--- config.mk ---
export PLATFORM = sky130hd
export DESIGN_NAME = servo_ramp_with_angle_map_top
export DESIGN_NICKNAME = d
export VERILOG_FILES = /design/src/sv/srawm_pkg.sv /design/src/sv/servo_ramp_with_angle_map_top.sv
export VERILOG_INCLUDE_DIRS = /design/src /design/src/sv
export SDC_FILE = /design/constraint.sdc
export NUM_CORES = 2
export LEC_CHECK = 0
export ABC_AREA = 1
export BUFFER_PORTS_ARGS = -buffer_cell sky130_fd_sc_hd__buf_2
export CAP_MARGIN = 20
export CORE_UTILIZATION = 60
export DETAILED_ROUTE_END_ITERATION = 12
export PLACE_DENSITY = 0.76
export SYNTH_ARGS = -nofsm -noshare
export SYNTH_HDL_FRONTEND = slang
export SYNTH_SLANG_ARGS = --single-unit
export TNS_END_PERCENT = 5
--- constraint.sdc ---
create_clock -name clk -period 8.2 [get_ports clk]
set_input_delay 1.64 -clock clk [delete_from_list [all_inputs] [get_ports clk]]
set_output_delay 1.64 -clock clk [all_outputs]
set_load 0.02 [all_outputs]
--- src/sv/servo_ramp_with_angle_map_top_macros.svh ---
// assertion macros for the servo ramp block
// used by servo_ramp_with_angle_map_top; no other dependencies
`ifndef SERVO_RAMP_WITH_ANGLE_MAP_TOP_MACROS_SVH
`define SERVO_RAMP_WITH_ANGLE_MAP_TOP_MACROS_SVH

`ifndef SYNTHESIS
// same-cycle implication
`define SRAWM_ASSERT_IMP(name, clk, rst, ante, cons) \
  name: assert property (@(posedge clk) disable iff (rst) (ante) |-> (cons)) \
    else $error("srawm: implication check failed");
// next-cycle implication
`define SRAWM_ASSERT_NXT(name, clk, rst, ante, cons) \
  name: assert property (@(posedge clk) disable iff (rst) (ante) |=> (cons)) \
    else $error("srawm: next-cycle check failed");
`else
`define SRAWM_ASSERT_IMP(name, clk, rst, ante, cons)
`define SRAWM_ASSERT_NXT(name, clk, rst, ante, cons)
`endif

`endif

--- src/sv/srawm_pkg.sv ---
// shared types, constants and calibration table for the servo ramp block
// no dependencies; used by servo_ramp_with_angle_map_top
`default_nettype none

package srawm_pkg;

  localparam int JOINTS_DEF    = 16;
  localparam int MAX_STEPS_DEF = 64;

  localparam int JOINT_BITS = 4;
  localparam int PULSE_BITS = 12;
  localparam int STEP_BITS  = 7;
  localparam int ANGLE_BITS = 16;

  localparam int IN_TDATA_BITS  = 24;
  localparam int OUT_TDATA_BITS = 40;

  // calibration arithmetic
  localparam int NUM_BITS   = 9;
  localparam int BASE_BITS  = 18;
  localparam int BOT_BITS   = 30;
  localparam int DIFF_BITS  = PULSE_BITS + 1;
  localparam int PROD_BITS  = DIFF_BITS + NUM_BITS;
  localparam int MAG_BITS   = PROD_BITS - 1;
  localparam int RAD_K_BITS = 25;
  localparam int SCALE_BITS = MAG_BITS + RAD_K_BITS;

  // pi * 4096 / 180 scaled against 390625 * den
  localparam logic [RAD_K_BITS-1:0] RAD_K = 25'd27925268;

  // shared restoring divider
  localparam int DIV_BITS = 48;
  localparam int QUO_BITS = 18;
  localparam int CNT_BITS = 5;
  localparam logic [CNT_BITS-1:0] DIV_LAST = CNT_BITS'(QUO_BITS - 1);

  localparam logic [QUO_BITS-1:0]   Q_NEG_LIM = 18'd32768;
  localparam logic [QUO_BITS-1:0]   Q_POS_LIM = 18'd32767;
  localparam logic [ANGLE_BITS-1:0] ANGLE_MIN = 16'h8000;
  localparam logic [ANGLE_BITS-1:0] ANGLE_MAX = 16'h7FFF;

  typedef enum logic [3:0] {
    ST_IDLE,
    ST_CHECK,
    ST_DIV,
    ST_SETUP,
    ST_STEP,
    ST_MUL,
    ST_ABS,
    ST_SCALE,
    ST_LOAD,
    ST_ANGLE,
    ST_OUT
  } state_t;

  typedef enum logic {
    DK_RAMP,
    DK_ANGLE
  } div_kind_t;

  // per-joint calibration: base terms are base*den, bot terms 390625*den
  typedef struct packed {
    logic [PULSE_BITS-1:0]        center;
    logic signed [NUM_BITS-1:0]   lo_num;
    logic signed [NUM_BITS-1:0]   hi_num;
    logic signed [BASE_BITS-1:0]  lo_base;
    logic signed [BASE_BITS-1:0]  hi_base;
    logic [BOT_BITS-1:0]          lo_bot;
    logic [BOT_BITS-1:0]          hi_bot;
  } calib_t;

  function automatic calib_t calib_f(input logic [JOINT_BITS-1:0] j);
    calib_t c;
    case (j)
      4'd0:  c = '{12'd1700, -9'sd120,  -9'sd60,  -18'sd99900,  -18'sd36900,
                  30'd433593750, 30'd160156250};
      4'd1:  c = '{12'd1269, -9'sd30,   -9'sd120, -18'sd28710,  -18'sd101790,
                  30'd124609375, 30'd441796875};
      4'd2:  c = '{12'd1625, -9'sd85,   -9'sd60,  18'sd0,       18'sd0,
                  30'd369140625, 30'd244140625};
      4'd3:  c = '{12'd1545, -9'sd90,   -9'sd90,  18'sd86850,   18'sd72450,
                  30'd376953125, 30'd314453125};
      4'd4:  c = '{12'd1710, -9'sd90,   -9'sd129, 18'sd0,       18'sd0,
                  30'd121093750, 30'd156250000};
      4'd5:  c = '{12'd2000, 9'sd105,   9'sd105,  -18'sd29700,  -18'sd31500,
                  30'd128906250, 30'd136718750};
      4'd6:  c = '{12'd2300, 9'sd110,   9'sd5,    -18'sd75600,  -18'sd9000,
                  30'd328125000, 30'd39062500};
      4'd7:  c = '{12'd760,  9'sd20,    9'sd192,  18'sd0,       18'sd0,
                  30'd91796875,  30'd660156250};
      4'd8:  c = '{12'd1290, -9'sd60,   -9'sd120, -18'sd29700,  -18'sd98100,
                  30'd128906250, 30'd425781250};
      4'd9:  c = '{12'd1720, -9'sd120,  -9'sd30,  -18'sd103950, -18'sd26550,
                  30'd451171875, 30'd115234375};
      // upper segment span kept as in the calibration data
      4'd10: c = '{12'd1570, 9'sd60,    9'sd85,   18'sd0,       18'sd0,
                  30'd359375000, 30'd244140625};
      4'd11: c = '{12'd1520, 9'sd90,    9'sd90,   18'sd84600,   18'sd81900,
                  30'd367187500, 30'd355468750};
      4'd12: c = '{12'd1940, 9'sd129,   9'sd90,   18'sd0,       18'sd0,
                  30'd167968750, 30'd123046875};
      4'd13: c = '{12'd2010, -9'sd105,  -9'sd105, -18'sd30600,  -18'sd30600,
                  30'd132812500, 30'd132812500};
      4'd14: c = '{12'd1240, -9'sd5,    -9'sd110, -18'sd6300,   -18'sd69750,
                  30'd27343750,  30'd302734375};
      4'd15: c = '{12'd2200, -9'sd192,  -9'sd20,  18'sd0,       18'sd0,
                  30'd640625000, 30'd97656250};
      default: c = '0;
    endcase
    return c;
  endfunction

  function automatic logic [PULSE_BITS-1:0] center_f(input logic [JOINT_BITS-1:0] j);
    calib_t c;
    c = calib_f(j);
    return c.center;
  endfunction

endpackage

`default_nettype wire

--- src/sv/servo_ramp_with_angle_map_top.sv ---
// servo move ramp generator with per-joint piecewise-linear angle mapping
// depends on srawm_pkg and servo_ramp_with_angle_map_top_macros.svh
`default_nettype none

// A move request names a joint, a target pulse and a step count (counts above
// MAX_STEPS are clipped to MAX_STEPS). The block holds the present pulse of
// every joint, reset to that joint's calibration centre, and for step i of n it
// emits start + floor((target - start) * i / n), so the last step lands on the
// target, which then becomes the joint's stored pulse. Each emitted pulse is
// mapped through the joint's two-segment calibration to degrees, converted to
// radians and given as signed Q3.12, rounded to nearest (ties away from zero)
// and saturated. A request for a joint at or above JOINTS, with zero steps or
// with the target equal to the stored pulse produces no transfers at all.
// Timing: the block takes one request at a time and is not ready while a move
// is in progress. One 48-bit restoring divider, shared between the ramp slope
// and the angle scaling, produces one quotient bit per cycle; besides the
// division, each step passes through the position update, calibration multiply,
// magnitude, scaling multiply, divider load, angle saturation and output transfer.
// Each output transfer waits for m_tready.
`include "servo_ramp_with_angle_map_top_macros.svh"

module servo_ramp_with_angle_map_top
  import srawm_pkg::*;
#(
  parameter int JOINTS    = JOINTS_DEF,
  parameter int MAX_STEPS = MAX_STEPS_DEF
) (
  input  logic                      clk,
  input  logic                      rst,
  // request stream
  input  logic                      s_tvalid,
  output logic                      s_tready,
  input  logic [IN_TDATA_BITS-1:0]  s_tdata,   // joint[3:0], target_pulse[15:4], steps[22:16], pad
  // result stream
  output logic                      m_tvalid,
  input  logic                      m_tready,
  output logic [OUT_TDATA_BITS-1:0] m_tdata,   // joint_out[3:0], step_index[10:4], pulse[22:11],
                                               // angle[38:23], pad
  output logic                      m_tlast
);

  localparam int JIDX_BITS = (JOINTS > 1) ? $clog2(JOINTS) : 1;
  localparam logic [JOINT_BITS:0] JOINT_LIMIT = (JOINT_BITS + 1)'(JOINTS);
  localparam logic [STEP_BITS-1:0] STEP_MAX = STEP_BITS'(MAX_STEPS);

  // sequencer
  state_t    state, state_next;
  div_kind_t div_kind;
  logic [CNT_BITS-1:0] div_cnt;

  // per-joint stored position
  logic [PULSE_BITS-1:0] cur_pulse [JOINTS];

  // latched request
  logic [JOINT_BITS-1:0] joint_q;
  logic [PULSE_BITS-1:0] target_q;
  logic [STEP_BITS-1:0]  steps_q;

  // ramp state: position, step index, slope quotient and remainder accumulator
  logic [PULSE_BITS-1:0]       pos;
  logic [STEP_BITS-1:0]        step_counter;
  logic [STEP_BITS-1:0]        acc;
  logic [STEP_BITS-1:0]        dr;
  logic signed [DIFF_BITS-1:0] dq;
  logic                        diff_neg;

  // angle datapath
  logic                        seg_hi;
  logic                        ang_neg;
  logic signed [PROD_BITS-1:0] prod;
  logic [MAG_BITS-1:0]         mag;
  logic [SCALE_BITS-1:0]       scaled;
  logic [ANGLE_BITS-1:0]       out_angle;

  // shared divider
  logic [DIV_BITS-1:0] rem, dvs;
  logic [QUO_BITS-1:0] quo;
  logic                div_ge;

  // ---------------------------------------------------------------- comb
  logic [STEP_BITS-1:0]        s_steps, steps_sat;
  calib_t                      cal;
  logic                        joint_ok, no_move, step_last;
  logic [PULSE_BITS-1:0]       start_pulse;
  logic signed [DIFF_BITS-1:0] diff;
  logic [DIFF_BITS-1:0]        diff_mag;
  logic [PULSE_BITS-1:0]       qm;
  logic [STEP_BITS-1:0]        rm;
  logic signed [DIFF_BITS-1:0] dq_calc;
  logic [STEP_BITS-1:0]        dr_calc;
  logic [STEP_BITS:0]          acc_sum;
  logic                        carry;
  logic [STEP_BITS-1:0]        acc_new;
  logic [DIFF_BITS:0]          pos_sum;
  logic signed [DIFF_BITS-1:0] d_cal;
  logic signed [NUM_BITS-1:0]  num_sel;
  logic signed [PROD_BITS-1:0] prod_calc;
  logic signed [BASE_BITS-1:0] base_sel;
  logic signed [PROD_BITS-1:0] n_deg;
  logic [PROD_BITS-1:0]        n_abs;
  logic [BOT_BITS-1:0]         bot_sel;
  logic [ANGLE_BITS-1:0]       angle_calc;

  assign s_steps   = s_tdata[22:16];
  assign steps_sat = (s_steps > STEP_MAX) ? STEP_MAX : s_steps;

  assign cal         = calib_f(joint_q);
  assign joint_ok    = ({1'b0, joint_q} < JOINT_LIMIT);
  assign start_pulse = cur_pulse[joint_q[JIDX_BITS-1:0]];
  assign diff        = $signed({1'b0, target_q}) - $signed({1'b0, start_pulse});
  assign diff_mag    = diff[DIFF_BITS-1] ? DIFF_BITS'(-diff) : DIFF_BITS'(diff);
  assign no_move     = !joint_ok || (steps_q == '0) || (target_q == start_pulse);
  assign step_last   = (step_counter == steps_q);

  // floor division from the magnitude quotient and remainder
  assign qm      = quo[PULSE_BITS-1:0];
  assign rm      = rem[STEP_BITS-1:0];
  assign dq_calc = !diff_neg ? $signed({1'b0, qm}) :
                   (rm == '0) ? -$signed({1'b0, qm}) :
                                -$signed({1'b0, qm}) - DIFF_BITS'(1);
  assign dr_calc = (diff_neg && (rm != '0)) ? STEP_BITS'(steps_q - rm) : rm;

  // one ramp step: carry the remainder, move the position
  assign acc_sum = {1'b0, acc} + {1'b0, dr};
  assign carry   = (acc_sum >= {1'b0, steps_q});
  assign acc_new = carry ? STEP_BITS'(acc_sum - {1'b0, steps_q}) : acc_sum[STEP_BITS-1:0];
  assign pos_sum = {2'b00, pos} + {dq[DIFF_BITS-1], dq} + {{DIFF_BITS{1'b0}}, carry};

  // calibration segment and degree numerator
  assign d_cal     = $signed({1'b0, pos}) - $signed({1'b0, cal.center});
  assign num_sel   = d_cal[DIFF_BITS-1] ? cal.lo_num : cal.hi_num;
  assign prod_calc = $signed({{NUM_BITS{d_cal[DIFF_BITS-1]}}, d_cal})
                   * $signed({{DIFF_BITS{num_sel[NUM_BITS-1]}}, num_sel});
  assign base_sel  = seg_hi ? cal.hi_base : cal.lo_base;
  assign n_deg     = prod + $signed({{(PROD_BITS-BASE_BITS){base_sel[BASE_BITS-1]}}, base_sel});
  assign n_abs     = n_deg[PROD_BITS-1] ? PROD_BITS'(-n_deg) : PROD_BITS'(n_deg);
  assign bot_sel   = seg_hi ? cal.hi_bot : cal.lo_bot;

  assign div_ge = (rem >= dvs);

  always_comb begin
    if (ang_neg) begin
      angle_calc = (quo > Q_NEG_LIM) ? ANGLE_MIN : ANGLE_BITS'(-quo);
    end else begin
      angle_calc = (quo > Q_POS_LIM) ? ANGLE_MAX : quo[ANGLE_BITS-1:0];
    end
  end

  // ---------------------------------------------------------------- fsm
  always_ff @(posedge clk) begin
    if (rst) begin
      state <= ST_IDLE;
    end else begin
      state <= state_next;
    end
  end

  always_comb begin
    state_next = state;
    s_tready   = 1'b0;
    m_tvalid   = 1'b0;
    case (state)
      ST_IDLE: begin
        s_tready = 1'b1;
        if (s_tvalid) begin
          state_next = ST_CHECK;
        end
      end
      ST_CHECK: begin
        state_next = no_move ? ST_IDLE : ST_DIV;
      end
      ST_DIV: begin
        if (div_cnt == '0) begin
          state_next = (div_kind == DK_RAMP) ? ST_SETUP : ST_ANGLE;
        end
      end
      ST_SETUP: state_next = ST_STEP;
      ST_STEP:  state_next = ST_MUL;
      ST_MUL:   state_next = ST_ABS;
      ST_ABS:   state_next = ST_SCALE;
      ST_SCALE: state_next = ST_LOAD;
      ST_LOAD:  state_next = ST_DIV;
      ST_ANGLE: state_next = ST_OUT;
      ST_OUT: begin
        m_tvalid = 1'b1;
        if (m_tready) begin
          state_next = step_last ? ST_IDLE : ST_STEP;
        end
      end
      default: state_next = ST_IDLE;
    endcase
  end

  // ---------------------------------------------------------------- control regs
  always_ff @(posedge clk) begin
    if (rst) begin
      for (int j = 0; j < JOINTS; j++) begin
        cur_pulse[j] <= center_f(JOINT_BITS'(j));
      end
      step_counter <= '0;
      div_cnt      <= '0;
      div_kind     <= DK_RAMP;
    end else begin
      case (state)
        ST_CHECK: begin
          if (!no_move) begin
            div_cnt  <= DIV_LAST;
            div_kind <= DK_RAMP;
          end
        end
        ST_DIV: begin
          if (div_cnt != '0) begin
            div_cnt <= div_cnt - CNT_BITS'(1);
          end
        end
        ST_SETUP: step_counter <= '0;
        ST_STEP:  step_counter <= step_counter + STEP_BITS'(1);
        ST_LOAD: begin
          div_cnt  <= DIV_LAST;
          div_kind <= DK_ANGLE;
        end
        ST_OUT: begin
          // move finished: the target becomes the stored position
          if (m_tready && step_last) begin
            cur_pulse[joint_q[JIDX_BITS-1:0]] <= target_q;
          end
        end
        default: ;
      endcase
    end
  end

  // ---------------------------------------------------------------- datapath
  always_ff @(posedge clk) begin
    case (state)
      ST_IDLE: begin
        if (s_tvalid) begin
          joint_q  <= s_tdata[3:0];
          target_q <= s_tdata[15:4];
          steps_q  <= steps_sat;
        end
      end
      ST_CHECK: begin
        // slope: |target - start| / steps on the shared divider
        rem      <= DIV_BITS'(diff_mag);
        dvs      <= DIV_BITS'(steps_q) << (QUO_BITS - 1);
        diff_neg <= diff[DIFF_BITS-1];
        pos      <= start_pulse;
      end
      ST_DIV: begin
        rem <= div_ge ? (rem - dvs) : rem;
        dvs <= dvs >> 1;
        quo <= {quo[QUO_BITS-2:0], div_ge};
      end
      ST_SETUP: begin
        dq  <= dq_calc;
        dr  <= dr_calc;
        acc <= '0;
      end
      ST_STEP: begin
        acc <= acc_new;
        pos <= pos_sum[PULSE_BITS-1:0];
      end
      ST_MUL: begin
        prod   <= prod_calc;
        seg_hi <= !d_cal[DIFF_BITS-1];
      end
      ST_ABS: begin
        mag     <= n_abs[MAG_BITS-1:0];
        ang_neg <= n_deg[PROD_BITS-1];
      end
      ST_SCALE: begin
        scaled <= SCALE_BITS'(mag) * SCALE_BITS'(RAD_K);
      end
      ST_LOAD: begin
        // rounded quotient: (2 * scaled + bot) / (2 * bot)
        rem <= {1'b0, scaled, 1'b0} + DIV_BITS'(bot_sel);
        dvs <= DIV_BITS'({bot_sel, 1'b0}) << (QUO_BITS - 1);
      end
      ST_ANGLE: out_angle <= angle_calc;
      default: ;
    endcase
  end

  assign m_tdata = {1'b0, out_angle, pos, step_counter, joint_q};
  assign m_tlast = step_last;

  // ---------------------------------------------------------------- checks
  `SRAWM_ASSERT_IMP(a_ready_not_busy, clk, rst, s_tready, !m_tvalid)
  `SRAWM_ASSERT_IMP(a_last_step, clk, rst, m_tvalid && m_tlast, step_counter == steps_q)
  `SRAWM_ASSERT_IMP(a_step_range, clk, rst, m_tvalid,
                    (step_counter != '0) && (step_counter <= steps_q))
  `SRAWM_ASSERT_IMP(a_acc_below_steps, clk, rst, m_tvalid, acc < steps_q)
  `SRAWM_ASSERT_NXT(a_idle_after_last, clk, rst, m_tvalid && m_tready && m_tlast, s_tready)

endmodule

`default_nettype wire

==> metrics.yaml <==
sta:
  fin_worst_skew_ns: 0.0551
  setup_viol: 0
  hold_violations: 0
  max_freq_mhz: 136
  rsz0062_at_grt: "no"
  min_period_ns: 7.38
  relSlewSlack_pct: 27.8
  drv_slew: 0
  tightest_slew_ns: 1.08
  setup_tns_ns: 0
  fin_crit_sh_pct: 90.0
die:
  core_area_um2: 77800
  ios: 71
  placementRows: 102
  start_util_pct: 60.9
  die_area_um2: 80100
  die_x_um: 283
  die_y_um: 283
routing:
  dr.pass1.iters: 7
  drc: 0
  wl_per_cell_um: 19.9
  drt_iter0_markers: 3859
  viasPerCell: 5.77
  wirelength_mm: 133
  route.vias.total: 38593
  drtAntennaViolNets: 0
setup_path:
  cp_max_fo: 16
  worstSetupEndpointType: "flop"
  arrival_ns: 7.73
  critPathKind: "flop to flop"
  required_ns: 8.55
  startpoint_type: "flop"
global_routing:
  antenna_found_initial: 2
  first_global_vias: 37280
  grt_usage_pct: 33.3
  grt_pass1_wl_mm: 208
  grt_max_degree: 84
  grt-ovfl-total: 0
cts:
  clock_path_buffers: 3
  clk_pin_slew_ns: 0.06
  cts_root_buf: "clkbuf_16"
  cts.sinks: 615
  tritoncts: "done"
  cts_setup_buffers: 0
  htree_num_levels: 3
  cts_resized: 0
  ctsHoldBuffers: 0
  cts_buffers: 68
  clk_latency_ns: 0.66
cells_and_area:
  final_util_pct: 65.9
  antennaDiodeCount: 0
  fillCellCount: 6511
  fin_nets: 6298
  drive_above_1_share_pct: 6.27
  area_delta_synth_final_pct: 8.27
logic_synthesis:
  syn_area_per_cell_um2: 8.57
  syn_nets: 6232
  ys_types: 66
  synthArstFlopShare_pct: 0
  synth.yosys.seq_area_share_pct: 36.0
  synth_cells: 5528
  syn-cell-area_um2: 47400
  ys_warn_count: 0
  synth_seq_cells: 615
  synth_ff_type: "edfxtp_1"
  synth_edf_count: 473
placement:
  port_buffers: 68
  place.gp.congestion: 0.999
  hpwl_mm: 105
outcome:
  outcome: "finished clean"
run:
  drv_cap: 0
min_path:
  hold_path_class: "flop to flop"
==> path summary, 6_finish.rpt <==
check	slack, ns	to	cells after the start	from
worst max-delay path	0.82	prod[21]	27	pos[0]
worst min-delay path	0.45	quo[17]	0	quo[16]
worst max register to register	0.82	prod[21]	27	pos[0]
worst min register to register	0.45	quo[17]	0	quo[16]
==> cell type report <==
cell class | count | area (um2) | area share (%)
clock buffer | 84 | 1830 | 3.57
sequential | 615 | 17100 | 33.2
clock inverter | 42 | 591 | 1.15
tap | 1040 | 1300 | 2.54
inverter | 919 | 3450 | 6.73
timing repair buffer | 94 | 561 | 1.09
multi-input combinational | 3896 | 26500 | 51.7
==> worst max-delay path, cell delays in order (launching register included) <==
cell	delay, ns
edfxtp_1	0.42
inv_1	0.13
ha_1	0.22
inv_1	0.09
fa_1	0.22
a21oi_1	0.08
o21ai_1	0.32
nand3_1	0.14
nand3_2	0.27
nor2_1	0.19
a21oi_1	0.70
nor2_1	0.14
fa_1	0.55
inv_1	0.05
fa_1	0.47
inv_1	0.05
fa_1	0.50
fa_1	0.58
inv_1	0.06
fa_1	0.49
inv_1	0.05
ha_1	0.37
a21oi_1	0.17
nand2_1	0.13
nand3_1	0.10
o2111ai_1	0.20
a211oi_1	0.30
xor2_1	0.09
==> Yosys cell counts (all sizes together), types with 41 or more instances <==
library cell | number | area [um2]
nand2 | 1041 | 3960
inv | 913 | 3430
nor2 | 613 | 2480
edfxtp | 473 | 14200
ha | 425 | 5320
a21oi | 350 | 1760
o21ai | 350 | 1760
nand3 | 254 | 1280
fa | 251 | 5020
dfxtp | 142 | 2840
xor2 | 94 | 823
clkbuf | 69 | 259
o211ai | 61 | 458
xnor2 | 60 | 526
nand4 | 51 | 340
mux2i | 48 | 480
mux2 | 43 | 484
nor3 | 41 | 205
==> sequential cells by signal, indices dropped and copies added, names as in the netlist, 5 cells and up, named ones only <==
signal and cells:
div_cnt 5, dvs 48, prod 22, step_counter 7
mag 21, rem 48, quo 18, cal 121
pos 12, dq 12, cur_pulse 192, steps_q 7
dr 7, target_q 12, out_angle 16, acc 7
scaled 44
==> kinds of logic after synthesis <==
logic type / share of synthesized area (%)
flops: 36.0
xor+xnor: 2.85
mux: 2.04
other cells: 0.00792
compound gates: 10.7
buf+inv: 8.16
fa+ha+maj: 21.8
simple gates: 18.4
==> metrics by stage <==
step | worst slack, ns | instance area, um2 | cells | hold slack, ns
2_1_floorplan | 1.73 | 47400 | 5528 | 0.427
3_3_place_gp | 1.02 | 48900 | 6563 | 0.429
3_5_place_dp | 0.862 | 48900 | 6563 | 0.442
4_1_cts | 0.846 | 51300 | 6689 | 0.456
5_1_grt | 0.349 | 51300 | 6690 | 0.474
6_report | 0.820 | 51300 | 6690 | 0.454
==> cell usage in the layout, fill, tap and decap left out, types with 9 or more instances in the layout <==
cell type	count
a21oi_1	349
clkinv_2	12
or2_2	24
mux2_2	43
o21a_1	18
clkbuf_1	9
a31oi_1	17
fa_1	251
nor2_4	21
o211ai_1	61
nor4_1	18
inv_1	883
dfxtp_1	141
nand3_1	252
xor2_1	94
xnor2_1	60
o21ai_0	341
inv_2	29
a21o_1	18
mux2i_1	48
o21bai_1	24
nor3_1	41
nor2_1	582
nand3b_1	19
clkbuf_16	68
ha_1	425
nand2_1	1032
clkinv_1	12
edfxtp_1	473
buf_2	68
nand4_1	49
buf_4	24
==> routing by layer <==
layer | track usage (%) | up-vias | wire length, um | part of all wire, %
met4 | 9.16 | 4 | 3620 | 2.7
li1 | - | 18432 | - | -
met1 | 48.2 | 18283 | 58900 | 44
met5 | 0 | - | 28 | 0.021
met2 | 51.9 | 1658 | 58900 | 44
met3 | 5.28 | 216 | 11700 | 8.8
Power is not shown: default switching activity piles up to over one toggle a cycle in this logic, so the estimate is an artifact.
